==> src/sv/seir_pkg.sv <==
// Shared types and constants for the SEIR forward-Euler step block.
`default_nettype none

package seir_pkg;

  // Configuration register map
  localparam int unsigned CFG_IDX_W = 3;
  typedef enum logic [CFG_IDX_W-1:0] {
    REG_MU    = 3'd0,
    REG_ALPHA = 3'd1,
    REG_BETA  = 3'd2,
    REG_GAMMA = 3'd3,
    REG_DT    = 3'd4,
    REG_NPOP  = 3'd5
  } cfg_idx_e;

  // Command codes on the input tuser
  localparam logic CMD_LOAD = 1'b0;
  localparam logic CMD_STEP = 1'b1;

  // Register reset values
  localparam logic [31:0] MU_RST    = 32'd419430;
  localparam logic [31:0] ALPHA_RST = 32'd3355443;
  localparam logic [31:0] BETA_RST  = 32'd16777;
  localparam logic [31:0] GAMMA_RST = 32'd5872026;
  localparam logic [31:0] DT_RST    = 32'd167772;
  localparam logic [31:0] NPOP_RST  = 32'd65536000;

  // Compartment reset values
  localparam logic [31:0] SUS_RST = 32'd62259200;
  localparam logic [31:0] EXP_RST = 32'd2621440;
  localparam logic [31:0] INF_RST = 32'd655360;
  localparam logic [31:0] REC_RST = 32'd0;

  // Shared multiplier geometry
  localparam int unsigned MUL_AW = 33;
  localparam int unsigned MUL_BW = 32;
  localparam int unsigned MUL_PW = MUL_AW + MUL_BW;

  // Product magnitude cap is 2^PROD_W - 1; rate accumulators are DW bits signed
  localparam int unsigned PROD_W = 56;
  localparam int unsigned DW     = PROD_W + 2;

  // Micro-op sequence, one multiply each
  localparam int unsigned NUM_OPS = 17;
  localparam int unsigned CNT_W   = $clog2(NUM_OPS + 1);

  typedef enum logic [CNT_W-1:0] {
    OP_SI     = 5'd0,
    OP_INF_LO = 5'd1,
    OP_INF_HI = 5'd2,
    OP_BIRTH  = 5'd3,
    OP_EOUT   = 5'd4,
    OP_E2I    = 5'd5,
    OP_IOUT   = 5'd6,
    OP_I2R    = 5'd7,
    OP_ROUT   = 5'd8,
    OP_S_LO   = 5'd9,
    OP_S_HI   = 5'd10,
    OP_E_LO   = 5'd11,
    OP_E_HI   = 5'd12,
    OP_I_LO   = 5'd13,
    OP_I_HI   = 5'd14,
    OP_R_LO   = 5'd15,
    OP_R_HI   = 5'd16
  } op_e;

  typedef enum logic [1:0] {
    ST_IDLE,
    ST_RUN,
    ST_DONE
  } state_e;

  typedef struct packed {
    logic idle;
    logic iss_vld;
    op_e  iss_op;
    logic con_vld;
    op_e  con_op;
    logic out_load;
  } ctrl_t;

endpackage

`default_nettype wire

==> src/sv/seir_mul.sv <==
// Shared registered multiplier for the SEIR step datapath.
`default_nettype none

module seir_mul (
  input  wire logic                      clk_i,
  input  wire logic                      en_i,
  input  wire logic [seir_pkg::MUL_AW-1:0] a_i,
  input  wire logic [seir_pkg::MUL_BW-1:0] b_i,
  output logic      [seir_pkg::MUL_PW-1:0] p_o
);
  import seir_pkg::*;

  logic [MUL_PW-1:0] p_q;

  always_ff @(posedge clk_i) begin
    if (en_i) begin
      p_q <= MUL_PW'(a_i) * MUL_PW'(b_i);
    end
  end

  assign p_o = p_q;

endmodule

`default_nettype wire

==> config.mk <==
export PLATFORM = sky130hd
export DESIGN_NAME = seir_mul
export DESIGN_NICKNAME = d
export VERILOG_FILES = /design/src/sv/seir_pkg.sv /design/src/sv/seir_mul.sv
export SDC_FILE = /design/constraint.sdc
export NUM_CORES = 2
export LEC_CHECK = 0
export ABC_AREA = 1
export BUFFER_PORTS_ARGS = -buffer_cell sky130_fd_sc_hd__buf_2
export CORE_ASPECT_RATIO = 0.75
export CORE_MARGIN = 2
export CORE_UTILIZATION = 60
export CTS_CLUSTER_SIZE = 16
export DETAILED_ROUTE_END_ITERATION = 16
export HOLD_SLACK_MARGIN = 0.1
export PLACE_DENSITY_LB_ADDON = 0.12
export SYNTH_ARGS = -nofsm -noshare
export SYNTH_HDL_FRONTEND = slang
export SYNTH_SLANG_ARGS = --single-unit
==> constraint.sdc <==
create_clock -name clk_i -period 8.4 [get_ports clk_i]
set_input_delay 2.1 -clock clk_i [delete_from_list [all_inputs] [get_ports clk_i]]
set_output_delay 2.1 -clock clk_i [all_outputs]
set_load 0.005 [all_outputs]
* Word-level counts from Yosys, hierarchy flattened *
Index checks and enable logic that the tools add are counted.

storage, ports and cells
  bits of input ports = 67
  register bits = 65
  latch bits = 0
  memory bits (read-only) = 0
  RAM bits = 0
  memories = 0
  logic and storage cells = 2
  output and inout port bits = 65

cells by class
  div/mod/pow operators = 0
  add/subtract/negate cells = 0
  shift-type cells = 0
  eq/ne operators = 0
  reduce and logical (&&, ||, !) cells = 0
  mux-type cells = 0
  bitwise logic cells = 0
  $mul = 1
  order comparisons = 0

operators by type and width
  cell                                            number
  33-bit by 32-bit multiplier with 65-bit output  1

* Logic depth before layout (Yosys ltp) *
  depth after elaboration = 1
  depth in mapped cells = 31
  gate-level depth less buffers = 29

* Least setup slack after synthesis *
Ideal clock, no wire load.

  path kind = input-to-reg
  start = input b_i[8] in the netlist's numbering
  end = register p_q[63], in the netlist p_o[63] (data pin)
  slack = 129 ps
  data arrival time = 8,019 ps
  required time = 8,148 ps
  stages on the path = 27
  path buffers = 2
  setup time = 252 ps
  cells stage by stage = clkbuf_1 > clkbuf_1 > nand2_1 > fa_1 > inv_1 > fa_1 > fa_1 > inv_1 > fa_1 > inv_1 > fa_1 > fa_1 > fa_1 > inv_1 > fa_1 > inv_1 > ha_1 > nand2_1 > inv_1 > a21oi_1 > nand2_1 > nand2_1 > nand2_1 > a21oi_1 > nand2_1 > nand2_1 > nand2_1

between the ends
  longest elaborated chain between the ends = 1

ends and longest elaborated chain
  item                                            RTL line        text
  start, declared                                 seir_mul.sv:8   input wire logic [seir_pkg::MUL_BW-1:0] b_i,
  33-bit by 32-bit multiplier with 65-bit output  seir_mul.sv:17  p_q <= MUL_PW'(a_i) * MUL_PW'(b_i);
  end signal, assigned                            seir_mul.sv:17
  end, declared                                   seir_mul.sv:13  logic [MUL_PW-1:0] p_q;

Every way passes these cells.
A chain may end at the register's enable or synchronous reset.

* Worst setup path after layout *
  start = input a_i[18] in the netlist's numbering
  end = register p_q[57], in the netlist p_o[57] (data pin)

between the ends
  longest elaborated chain between the ends = 1

ends and longest elaborated chain
  item                                            RTL line        text
  start, declared                                 seir_mul.sv:7   input wire logic [seir_pkg::MUL_AW-1:0] a_i,
  33-bit by 32-bit multiplier with 65-bit output  seir_mul.sv:17

Every way passes these cells.

==> impl_results.rst <==
.. list-table::
   :header-rows: 1

   * - Metric
     - Value
   * - Met2 Wirelength
     - 47800 um
   * - CTS clk-pin slew, worst paths
     - 0.06 ns
   * - Chip Height
     - 224 um
   * - Most area-hungry cell type in the Yosys netlist
     - sky130_fd_sc_hd__fa_1
   * - Vias in the first global route
     - 32100
   * - Largest net degree at the start of global routing
     - 66
   * - Rel. slew slack
     - 0.411
   * - DIE WIDTH
     - 298 um
   * - Area delta synth->final
     - 12.5%
   * - Wire length of the first global-routing pass
     - 171000 um
   * - Placer's final routability congestion estimate
     - 0.954
   * - Area used by sequential logic in the layout
     - 1950 um2
   * - Data arrival time of the critical path
     - 8.29 ns
   * - Vias post-DR
     - 31100
   * - Worst Path Max Fanout
     - 11
   * - Max_cap viols
     - 0
   * - Clock sink count
     - 65
   * - Most used cell along the critical path
     - sky130_fd_sc_hd__fa_1
   * - Pre-CTS WS
     - -0.397 ns
   * - Post-synthesis sequential area ratio
     - 0.0503
   * - Hold path depth
     - 4
   * - Floorplan row count
     - 80
   * - Fraction of post-synthesis cell area in the top cell type by area
     - 0.478
   * - Global router's overall resource usage
     - 0.327
   * - Post-Synthesis Net Count
     - 6352
   * - Setup Viol. Count Final
     - 0
   * - Antenna violations before repair
     - 0
   * - Mean number of vias per cell
     - 4.99
   * - WL final
     - 103000 um
   * - Final worst-path cycle share
     - 0.978
   * - Total Die Area
     - 66700 um2
   * - Cell at the slowest stage of the critical path
     - sky130_fd_sc_hd__fa_1
   * - Port-buffer cells
     - 131
   * - Clock period minus final worst setup slack
     - 8.21 ns
   * - Post-detailed-placement half-perimeter wirelength
     - 92500 um
   * - Highest routed metal layer
     - met4
   * - H-tree depth
     - 3
   * - Hold Vio Cnt, Final
     - 0
   * - Highest attainable clock frequency
     - 122 MHz
   * - Path type of the worst min-delay path
     - input pin to flop
   * - Worst Setup Path Type
     - input pin to flop
   * - Synthesized area
     - 38800 um2
   * - Post-synthesis area per instance
     - 7.61 um2
   * - Longest Clk Path Bufs
     - 2
   * - Endpoint class of the critical path
     - flop
   * - Post-DR wirelength/cell
     - 16.6 um
   * - Final worst setup slack
     - 0.187 ns
   * - Number of warnings reported in the yosys synthesis log
     - 0
   * - Residual DRC count
     - 0
   * - Synthesized instance count
     - 5095
   * - Placed insts
     - 6218
   * - Multi-input logic area
     - 30100 um2
   * - Number of fill cells in the layout
     - 5545
   * - Final setup TNS
     - 0 ns
   * - Initial cell density of the core
     - 0.608
   * - I/O pin count
     - 132
   * - Starting DRT DRC Count
     - 2371
   * - Post-synthesis sequential element count
     - 65
   * - Share of the core filled with cells
     - 0.684
   * - Number of detailed-routing iterations run before antenna repair
     - 6
   * - Max-slew violation count
     - 0
   * - Number of inserted diodes
     - 0
   * - Most frequent cells in the layout
     - 1683 x sky130_fd_sc_hd__inv_1, 1590 x sky130_fd_sc_hd__nand2_1, 918 x sky130_fd_sc_hd__fa_1
   * - Top area cells in the synthesized netlist
     - sky130_fd_sc_hd__fa_1 48%, sky130_fd_sc_hd__inv_1 16%, sky130_fd_sc_hd__nand2_1 16%, sky130_fd_sc_hd__ha_1 8.5%, sky130_fd_sc_hd__edfxtp_1 5.0%
   * - Critical path startpoint category
     - input pin
   * - Number of buffers inserted during clock tree synthesis
     - 9
   * - Max reg flops
     - 65
   * - Number of standard cells in the final layout excluding fillers
     - 6233
   * - Fraction of layout cells with a size suffix above 1
     - 0.119
   * - Crit path largest cell delay
     - 0.57 ns
   * - Slew of the pin with the lowest slew margin
     - 0.883 ns
   * - Commonest non-fill, non-tap cell in the layout
     - sky130_fd_sc_hd__inv_1
   * - Synth unique cells
     - 27
   * - Length of routed wiring on met1
     - 45800 um
   * - Clock tree from TritonCTS
     - done
   * - Nets@finish
     - 6624
   * - Overflow after GRT
     - 0
   * - Detail Route met3 WL
     - 7750 um
   * - Standard cell core area
     - 63800 um2
   * - Count of nets left with antenna violations after detail routing
     - 0
   * - Root buffer cell
     - sky130_fd_sc_hd__clkbuf_16
   * - Result of the run
     - finished clean
   * - Worst path required time
     - 8.48 ns
synth_stat cells:
cell type                  count
sky130_fd_sc_hd__inv_1      1689
sky130_fd_sc_hd__nand2_1    1607
sky130_fd_sc_hd__fa_1        926
sky130_fd_sc_hd__ha_1        264
sky130_fd_sc_hd__clkbuf_1    226
sky130_fd_sc_hd__nor2_1      101
sky130_fd_sc_hd__edfxtp_1     65
sky130_fd_sc_hd__nand3_1      56
sky130_fd_sc_hd__a21oi_1      41
sky130_fd_sc_hd__xor2_1       32
sky130_fd_sc_hd__nand2_2      19
sky130_fd_sc_hd__nand4_1      13
sky130_fd_sc_hd__nor2_2       13
sky130_fd_sc_hd__nor3_1        8
sky130_fd_sc_hd__o21bai_1      7
sky130_fd_sc_hd__nor3_2        6
sky130_fd_sc_hd__nand3_2       5
sky130_fd_sc_hd__xnor2_1       4
sky130_fd_sc_hd__o21ai_0       3
sky130_fd_sc_hd__inv_2         2
sky130_fd_sc_hd__nor2_4        2
sky130_fd_sc_hd__and3_1        1
sky130_fd_sc_hd__buf_1         1
sky130_fd_sc_hd__clkinv_1      1
sky130_fd_sc_hd__nor3_4        1
sky130_fd_sc_hd__nor4_1        1
sky130_fd_sc_hd__o21bai_2      1
what timing repair did:
action                                  CTS  global route
endpoints found under the setup margin   12            45
setup buffers                             0             1
hold buffers                              0             0
pin swaps                                 0            36
hold endpoints to repair                  0             0
resized for setup                        10           168
cell type report:
| class | instances | share of cell area |
|---|---|---|
| Tap cell | 861 | 0.0247 |
| Multi-Input combinational cell | 3111 | 0.690 |
| Inverter | 1692 | 0.146 |
| Sequential cell | 65 | 0.0447 |
| Clock inverter | 7 | 0.00161 |
| Timing Repair Buffer | 488 | 0.0882 |
| Clock buffer | 9 | 0.00516 |
cell families (layout without fill, tap and decap cells):
family	count (synthesis)	in the layout	share of synthesized area
flip-flops	65	65	0.0503
AO/OA/AOI/OAI	52	52	0.00733
XOR/XNOR	36	36	0.00813
buffers and inverters	1919	2196	0.186
adder cells (fa/ha/maj)	1190	1190	0.563
AND/OR/NAND/NOR	1833	1833	0.185
per-stage QoR:
| stage | instance area (um2) | hold slack, ns |
|---|---|---|
| 2_1_floorplan | 38800 | 2.21 |
| 3_3_place_gp | 42700 | 2.49 |
| 3_5_place_dp | 42700 | 2.49 |
| 4_1_cts | 43000 | 2.51 |
| 5_1_grt | 43600 | 2.54 |
| 6_report | 43600 | 2.50 |
per-layer routing:
| metal | track usage | vias up |
|---|---|---|
| li1 | - | 14400 |
| met1 | 0.489 | 15400 |
| met2 | 0.528 | 1137 |
| met3 | 0.0340 | 145 |
| met4 | 0.0538 | 0 |
| met5 | 0 | - |
path summary, 6_finish.rpt:
kind	slack, ns	to	startpoint
max	0.19	p_o[57]	a_i[18]
min	2.50	p_o[0]	a_i[0]
critical path: cells and delay by family:
| family | cells | cell delay, ns |
|---|---|---|
| simple gates | 8 | 0.91 |
| buf+inv | 9 | 0.89 |
| fa+ha+maj | 9 | 4.39 |
Power is not shown: default switching activity piles up to over one toggle a cycle in this logic, so the estimate is an artifact.
