==> src/sv/seir_pkg.sv <==
// Shared types and constants for the SEIR forward-Euler step block.
`default_nettype none

package seir_pkg;

  // Configuration register map
  localparam int unsigned CFG_IDX_W = 3;
  typedef enum logic [CFG_IDX_W-1:0] {
    REG_MU    = 3'd0,
    REG_ALPHA = 3'd1,
    REG_BETA  = 3'd2,
    REG_GAMMA = 3'd3,
    REG_DT    = 3'd4,
    REG_NPOP  = 3'd5
  } cfg_idx_e;

  // Command codes on the input tuser
  localparam logic CMD_LOAD = 1'b0;
  localparam logic CMD_STEP = 1'b1;

  // Register reset values
  localparam logic [31:0] MU_RST    = 32'd419430;
  localparam logic [31:0] ALPHA_RST = 32'd3355443;
  localparam logic [31:0] BETA_RST  = 32'd16777;
  localparam logic [31:0] GAMMA_RST = 32'd5872026;
  localparam logic [31:0] DT_RST    = 32'd167772;
  localparam logic [31:0] NPOP_RST  = 32'd65536000;

  // Compartment reset values
  localparam logic [31:0] SUS_RST = 32'd62259200;
  localparam logic [31:0] EXP_RST = 32'd2621440;
  localparam logic [31:0] INF_RST = 32'd655360;
  localparam logic [31:0] REC_RST = 32'd0;

  // Shared multiplier geometry
  localparam int unsigned MUL_AW = 33;
  localparam int unsigned MUL_BW = 32;
  localparam int unsigned MUL_PW = MUL_AW + MUL_BW;

  // Product magnitude cap is 2^PROD_W - 1; rate accumulators are DW bits signed
  localparam int unsigned PROD_W = 56;
  localparam int unsigned DW     = PROD_W + 2;

  // Micro-op sequence, one multiply each
  localparam int unsigned NUM_OPS = 17;
  localparam int unsigned CNT_W   = $clog2(NUM_OPS + 1);

  typedef enum logic [CNT_W-1:0] {
    OP_SI     = 5'd0,
    OP_INF_LO = 5'd1,
    OP_INF_HI = 5'd2,
    OP_BIRTH  = 5'd3,
    OP_EOUT   = 5'd4,
    OP_E2I    = 5'd5,
    OP_IOUT   = 5'd6,
    OP_I2R    = 5'd7,
    OP_ROUT   = 5'd8,
    OP_S_LO   = 5'd9,
    OP_S_HI   = 5'd10,
    OP_E_LO   = 5'd11,
    OP_E_HI   = 5'd12,
    OP_I_LO   = 5'd13,
    OP_I_HI   = 5'd14,
    OP_R_LO   = 5'd15,
    OP_R_HI   = 5'd16
  } op_e;

  typedef enum logic [1:0] {
    ST_IDLE,
    ST_RUN,
    ST_DONE
  } state_e;

  typedef struct packed {
    logic idle;
    logic iss_vld;
    op_e  iss_op;
    logic con_vld;
    op_e  con_op;
    logic out_load;
  } ctrl_t;

endpackage

`default_nettype wire

==> src/sv/seir_ctrl.sv <==
// Sequencer for the SEIR step: walks the multiply micro-ops and hands off results.
`default_nettype none

module seir_ctrl (
  input  wire logic            clk_i,
  input  wire logic            rst_ni,
  input  wire logic            acc_i,
  input  wire logic            step_i,
  input  wire logic            out_free_i,
  output seir_pkg::ctrl_t      ctrl_o
);
  import seir_pkg::*;

  state_e           state_q, state_d;
  logic [CNT_W-1:0] cnt_q, cnt_d;
  logic             con_vld_q;
  op_e              con_op_q;
  logic             iss_vld;

  assign iss_vld = (state_q == ST_RUN) && (cnt_q != CNT_W'(NUM_OPS));

  always_ff @(posedge clk_i or negedge rst_ni) begin
    if (!rst_ni) begin
      state_q   <= ST_IDLE;
      cnt_q     <= '0;
      con_vld_q <= 1'b0;
      con_op_q  <= OP_SI;
    end else begin
      state_q   <= state_d;
      cnt_q     <= cnt_d;
      con_vld_q <= iss_vld;
      con_op_q  <= op_e'(cnt_q);
    end
  end

  always_comb begin
    state_d         = state_q;
    cnt_d           = cnt_q;
    ctrl_o.idle     = (state_q == ST_IDLE);
    ctrl_o.iss_vld  = iss_vld;
    ctrl_o.iss_op   = op_e'(cnt_q);
    ctrl_o.con_vld  = con_vld_q;
    ctrl_o.con_op   = con_op_q;
    ctrl_o.out_load = 1'b0;
    unique case (state_q)
      ST_IDLE: begin
        if (acc_i) begin
          cnt_d   = '0;
          state_d = step_i ? ST_RUN : ST_DONE;
        end
      end
      ST_RUN: begin
        if (cnt_q == CNT_W'(NUM_OPS)) begin
          state_d = ST_DONE;
        end else begin
          cnt_d = cnt_q + 1'b1;
        end
      end
      ST_DONE: begin
        if (out_free_i) begin
          ctrl_o.out_load = 1'b1;
          state_d         = ST_IDLE;
        end
      end
      default: begin
        state_d = ST_IDLE;
      end
    endcase
  end

  a_acc_idle: assert property (@(posedge clk_i) disable iff (!rst_ni)
    acc_i |-> state_q == ST_IDLE)
    else $error("beat accepted while sequencer busy");

  a_run_end: assert property (@(posedge clk_i) disable iff (!rst_ni)
    (state_q == ST_RUN && cnt_q == CNT_W'(NUM_OPS)) |=> (state_q == ST_DONE && !con_vld_q))
    else $error("sequence did not close cleanly");

  a_con_run: assert property (@(posedge clk_i) disable iff (!rst_ni)
    con_vld_q |-> state_q == ST_RUN)
    else $error("product consumed outside run");

endmodule

`default_nettype wire

==> config.mk <==
export PLATFORM = sky130hd
export DESIGN_NAME = seir_ctrl
export DESIGN_NICKNAME = d
export VERILOG_FILES = /design/src/sv/seir_pkg.sv /design/src/sv/seir_ctrl.sv
export SDC_FILE = /design/constraint.sdc
export NUM_CORES = 1
export LEC_CHECK = 0
export ABC_AREA = 1
export ABC_CLOCK_PERIOD_IN_PS = 3870
export BUFFER_PORTS_ARGS = -buffer_cell sky130_fd_sc_hd__buf_2
export CORE_AREA = 2 2 39 41
export DETAILED_ROUTE_END_ITERATION = 10
export DIE_AREA = 0 0 41 43
export PLACE_DENSITY_LB_ADDON = 0.3
export SLEW_MARGIN = 20
export SYNTH_ARGS = -nofsm -noshare
export SYNTH_HDL_FRONTEND = slang
export SYNTH_SLANG_ARGS = --single-unit
==> constraint.sdc <==
create_clock -name clk_i -period 3.87 [get_ports clk_i]
set_input_delay 0.774 -clock clk_i [delete_from_list [all_inputs] [get_ports clk_i]]
set_output_delay 0.774 -clock clk_i [all_outputs]
set_load 0.005 [all_outputs]
# --- Yosys cells after proc, flatten, opt, wreduce, memory -nomap -nowiden ---
# Index checks and enable logic that the tools add are counted.
totals:
  reg_bits: 13
  ram_bits: 0
  output_inout_bits: 14
  memories: 0
  romBits: 0
  latchBits: 0
  inputBits: 5
op_classes:
  n_eq_ne: 8
  bitwise: 0
  addsub: 1
  shift: 0
  mul: 0
  reduce_logical: 5
  order_cmp: 0
  div: 0
  n_mux: 10
ops:
  columns: ["op", "count"]
  rows:
  - ["5-bit 2-to-1 mux", 2]
  - ["5-bit one-hot mux with 2 select lines", 1]
  - ["2-bit 2-to-1 mux", 4]
  - ["2-bit != test, second input constant", 3]
  - ["2-bit one-hot mux with 3 select lines", 1]
  - ["3-bit AND reduction", 2]
  - ["5-bit by 1-bit adder with 5-bit output, second input constant", 1]
  - ["5-bit == test, second input constant", 1]
  - ["5-bit != test, second input constant", 1]
  - ["2-bit by 1-bit == test with 1-bit output, second input constant", 1]
  - ["2-bit == test, second input constant", 1]
  - ["2-bit zero test", 1]
  - ["1-bit 2-to-1 mux", 2]
  - ["2-bit by 1-bit != test with 1-bit output, second input constant", 1]
  - ["2-bit nonzero test", 1]
  - ["1-bit logical AND", 1]

# --- Longest topological paths before layout ---
logic_depth:
  depth_word: 3
  mapped_depth: 9
  mapped_depth_nobuf: 9

# --- Least setup slack after synthesis ---
# Ideal clock, no wire load.
synth_timing:
  kind: "reg-to-output"
  startpoint: "register cnt_q[0]"
  endpoint: "output ctrl_o[12] (netlist name)"
  required_time_ns: 3.096
  arrival_time_ns: 1.044
  path_stages_with_launch: 8
  slack_ns: 2.052
  path_buffers: 1
  path_cell_list: "dfrtp_1 -> ha_1 -> nand2_1 -> inv_1 -> nand2_4 -> nand2_8 -> inv_4 -> buf_4"
synth_between:
  elab_chain_cells: 2
synth_lines:
  columns: ["item", "line", "rtl"]
  rows:
  - ["start: declaration", "seir_ctrl.sv:15", "logic [CNT_W-1:0] cnt_q, cnt_d;"]
  - ["start signal: assignment", "seir_ctrl.sv:30", "cnt_q <= cnt_d;"]
  - ["5-bit != test", "seir_ctrl.sv:20", "assign iss_vld = (state_q == ST_RUN) && (cnt_q != CNT_W'(NUM_OPS));"]
  - ["1-bit logical AND", "seir_ctrl.sv:20", null]
  - ["end: declaration", "seir_ctrl.sv:10", "output seir_pkg::ctrl_t ctrl_o"]
# No other way between the ends.

==> results.ini <==
[placement]
gp_congestion = 0.724
placedInstanceArea_um2 = 723
post-dp-hpwl_um = 842
portBuffers = 18

[worst_setup_path]
critPathSlowestCell = dfrtp_1
r2r_slack_ns = 2.62
max_stage_delay_ns = 0.48
endpoint_kind = output pin
required_ns = 3.10
reg2regPathDepth = 6
cp-start-kind = register
cp_max_fo = 9
r2r_start = cnt_q[0]
crit_type = register to output pin
timing.rr.end = cnt_q[2]
cp.arrival_ns = 1.43
path_cells = ha_1, nand2_1, inv_1, nand2_4, nand2_8, inv_4, buf_2
endpoint = ctrl_o[12]
startpoint = cnt_q[0]

[clocking]
cts_buffers = 3
cts-root-buf = clkbuf_4
clk_pin_slew_ns = 0.08
ctsResizeCount = 0
clockBufferDepth = 2
postCtsSetupBuffers = 0
cts_tree = done
ctsHoldBuffers = 0
clk-insertion-delay-late_ns = 0.27
ctsHtreeMaxLevel = 1
cts.sinks = 13

[power]
p_seq_share_pct = 44.9
internal-power_mw = 0.277
leakage_nw = 0.454
switchingPower_mw = 0.177
max-vdd-ir-drop_mv = 0.267
total_power_mw = 0.454
p_per_area_mw_per_mm2 = 604
power_frac_comb_pct = 37.0
clkPwrFrac_pct = 18.1
swShare_pct = 39.0

[drt]
ant_nets = 0
avgRoutedWirePerCell_um = 10.5
drc = 0
first_iter_violations = 9
drt_wl_total_um = 1110
drt_pass1_iterations = 4
num_vias = 516
vias_per_cell = 4.87

[synth]
ys_seq_area_share_pct = 51.8
postSynthCellCount = 70
synth.most_common_cell = nand2_1
async_flop_share_pct = 100
synth_seq_cells = 13
yosysWarnings = 0
netlist.area_leader.share_pct = 51.8
syn_area_um2 = 628
ys_top_cells_by_count = nand2_1, dfrtp_1, inv_1, nand3_1
synth.avg_cell_area_um2 = 8.97
yosys-top-cells-area = dfrtp_1, nand2_1, nand3_1
synth_enable_flop_cells = 0
synth_ff_type = dfrtp_1
yosysTopAreaCell = dfrtp_1
synth_fp_nets = 77
synth_cell_types = 19

[floorplanning]
rows = 14
design.core.area_mm2 = 0.00138
die_area_mm2 = 0.00176
die_w_um = 41
ios = 19
start_util_pct = 45.4
die_height_um = 43

[global_route]
grt_max_degree = 14
antenna_found_initial = 0
grt_pass1_vias = 492
grt_usage_pct = 16.8
grt_pass1_wl_um = 2010
overflow = 0

[timing]
setup_tns_ns = 0
tightestPinTransition_ns = 0.285
skew_ns = 0.00588
rsz0062_at_grt = false
fin_crit_ns = 2.21
fmax_mhz = 453
hold_viol = 0
finalCritPeriodShare_pct = 57.1
finalSetupViolCount = 0
report.final.slew_viol_count = 0
whs_ns = 0.365
relSlewSlack_pct = 81.0

[status]
run_status = complete, no violations

[cells_and_area]
finish.utilization_pct = 54.2
design_area_um2 = 751
drive_gt1_share_pct = 35.6
fin_nets = 98
syn2layout_area_growth_pct = 19.5
diodes = 0

[run]
drv_cap = 0

[worst_hold_path]
hold_class = primary input to async pin

[kinds of logic (layout without fill, tap and decap cells)]
family / Yosys count / after routing / synth area share (%)
AND/OR/NAND/NOR: 39 / 39 / 32.1
buffers and inverters: 14 / 34 / 9.96
flip-flops: 13 / 13 / 51.8
adder cells (fa/ha/maj): 2 / 2 / 3.98
AO/OA/AOI/OAI: 2 / 2 / 2.19
[metrics by stage]
| stage | worst slack (ns) | instances |
|---|---|---|
| global route | 1.54 | 106 |
| detailed placement | 1.96 | 102 |
| finish | 1.66 | 106 |
| floorplan | 2.05 | 70 |
| global placement | 1.97 | 102 |
| CTS | 1.64 | 106 |
[power by group through the flow]
stage | registers [mW] | clock network, mW | logic (mW)
after floorplan | 0.202 | 0 | 0.122
after global placement | 0.205 | 0 | 0.165
after detailed placement | 0.207 | 0 | 0.170
after CTS | 0.204 | 0.0854 | 0.173
after global routing | 0.210 | 0.0927 | 0.199
final | 0.204 | 0.0819 | 0.168
[critical path, delay by kind of cell, from the launching register on]
kind,cells,cell delay (ns)
adders and majority gates,1,0.24
and+or+nand+nor,3,0.21
DFF,1,0.48
buffers and inverters,3,0.23
[worst min-delay path by stage]
stage | end | cells after the start | start
3_3_place_gp | con_op_q[4] | 0 | cnt_q[4]
3_5_place_dp | con_op_q[4] | 0 | cnt_q[4]
5_1_grt | con_op_q[1] | 1 | rst_ni
2_1_floorplan | con_op_q[4] | 0 | cnt_q[4]
6_report | con_op_q[1] | 1 | rst_ni
4_1_cts | con_op_q[1] | 1 | rst_ni
[final cells by class]
type | instances | area [um^2]
clock buffer | 3 | 22.5
clock inverter | 1 | 5.00
fill | 132 | 633
inverter | 12 | 47.5
multi-input combinational | 43 | 240
sequential | 13 | 325
tap | 16 | 20.0
timing repair buffer | 18 | 90.1
[cells in the final DEF, fill, tap and decap left out]
cell type  instances
nand3b_1           1
nor2_2             2
o21ai_0            1
nand2_4            1
nand4_1            2
clkinv_1           1
nand3_1            8
nand2_1           19
clkbuf_4           3
inv_2              2
ha_1               2
a21oi_2            1
buf_2             18
nor2_1             1
inv_1              8
nor3_1             2
dfrtp_1           13
inv_4              1
clkinv_2           1
nand2_8            1
nand2_2            2
[metal layers]
| metal | vias up | GRT usage (%) | share of wire [%] |
|---|---|---|---|
| li1 | 260 | - | - |
| met2 | 16 | 26.6 | 52 |
| met3 | 2 | 3.14 | 6.5 |
| met4 | 0 | 8.00 | 1.6 |
| met5 | - | 0 | 0 |
| met1 | 238 | 20.7 | 40 |
[state kept, by name, summed over array words and instances (netlist names)]
signal     count
cnt_q          5
con_op_q       5
state_q        2
con_vld_q      1
Note: power is estimated with default switching activity, not from simulation.
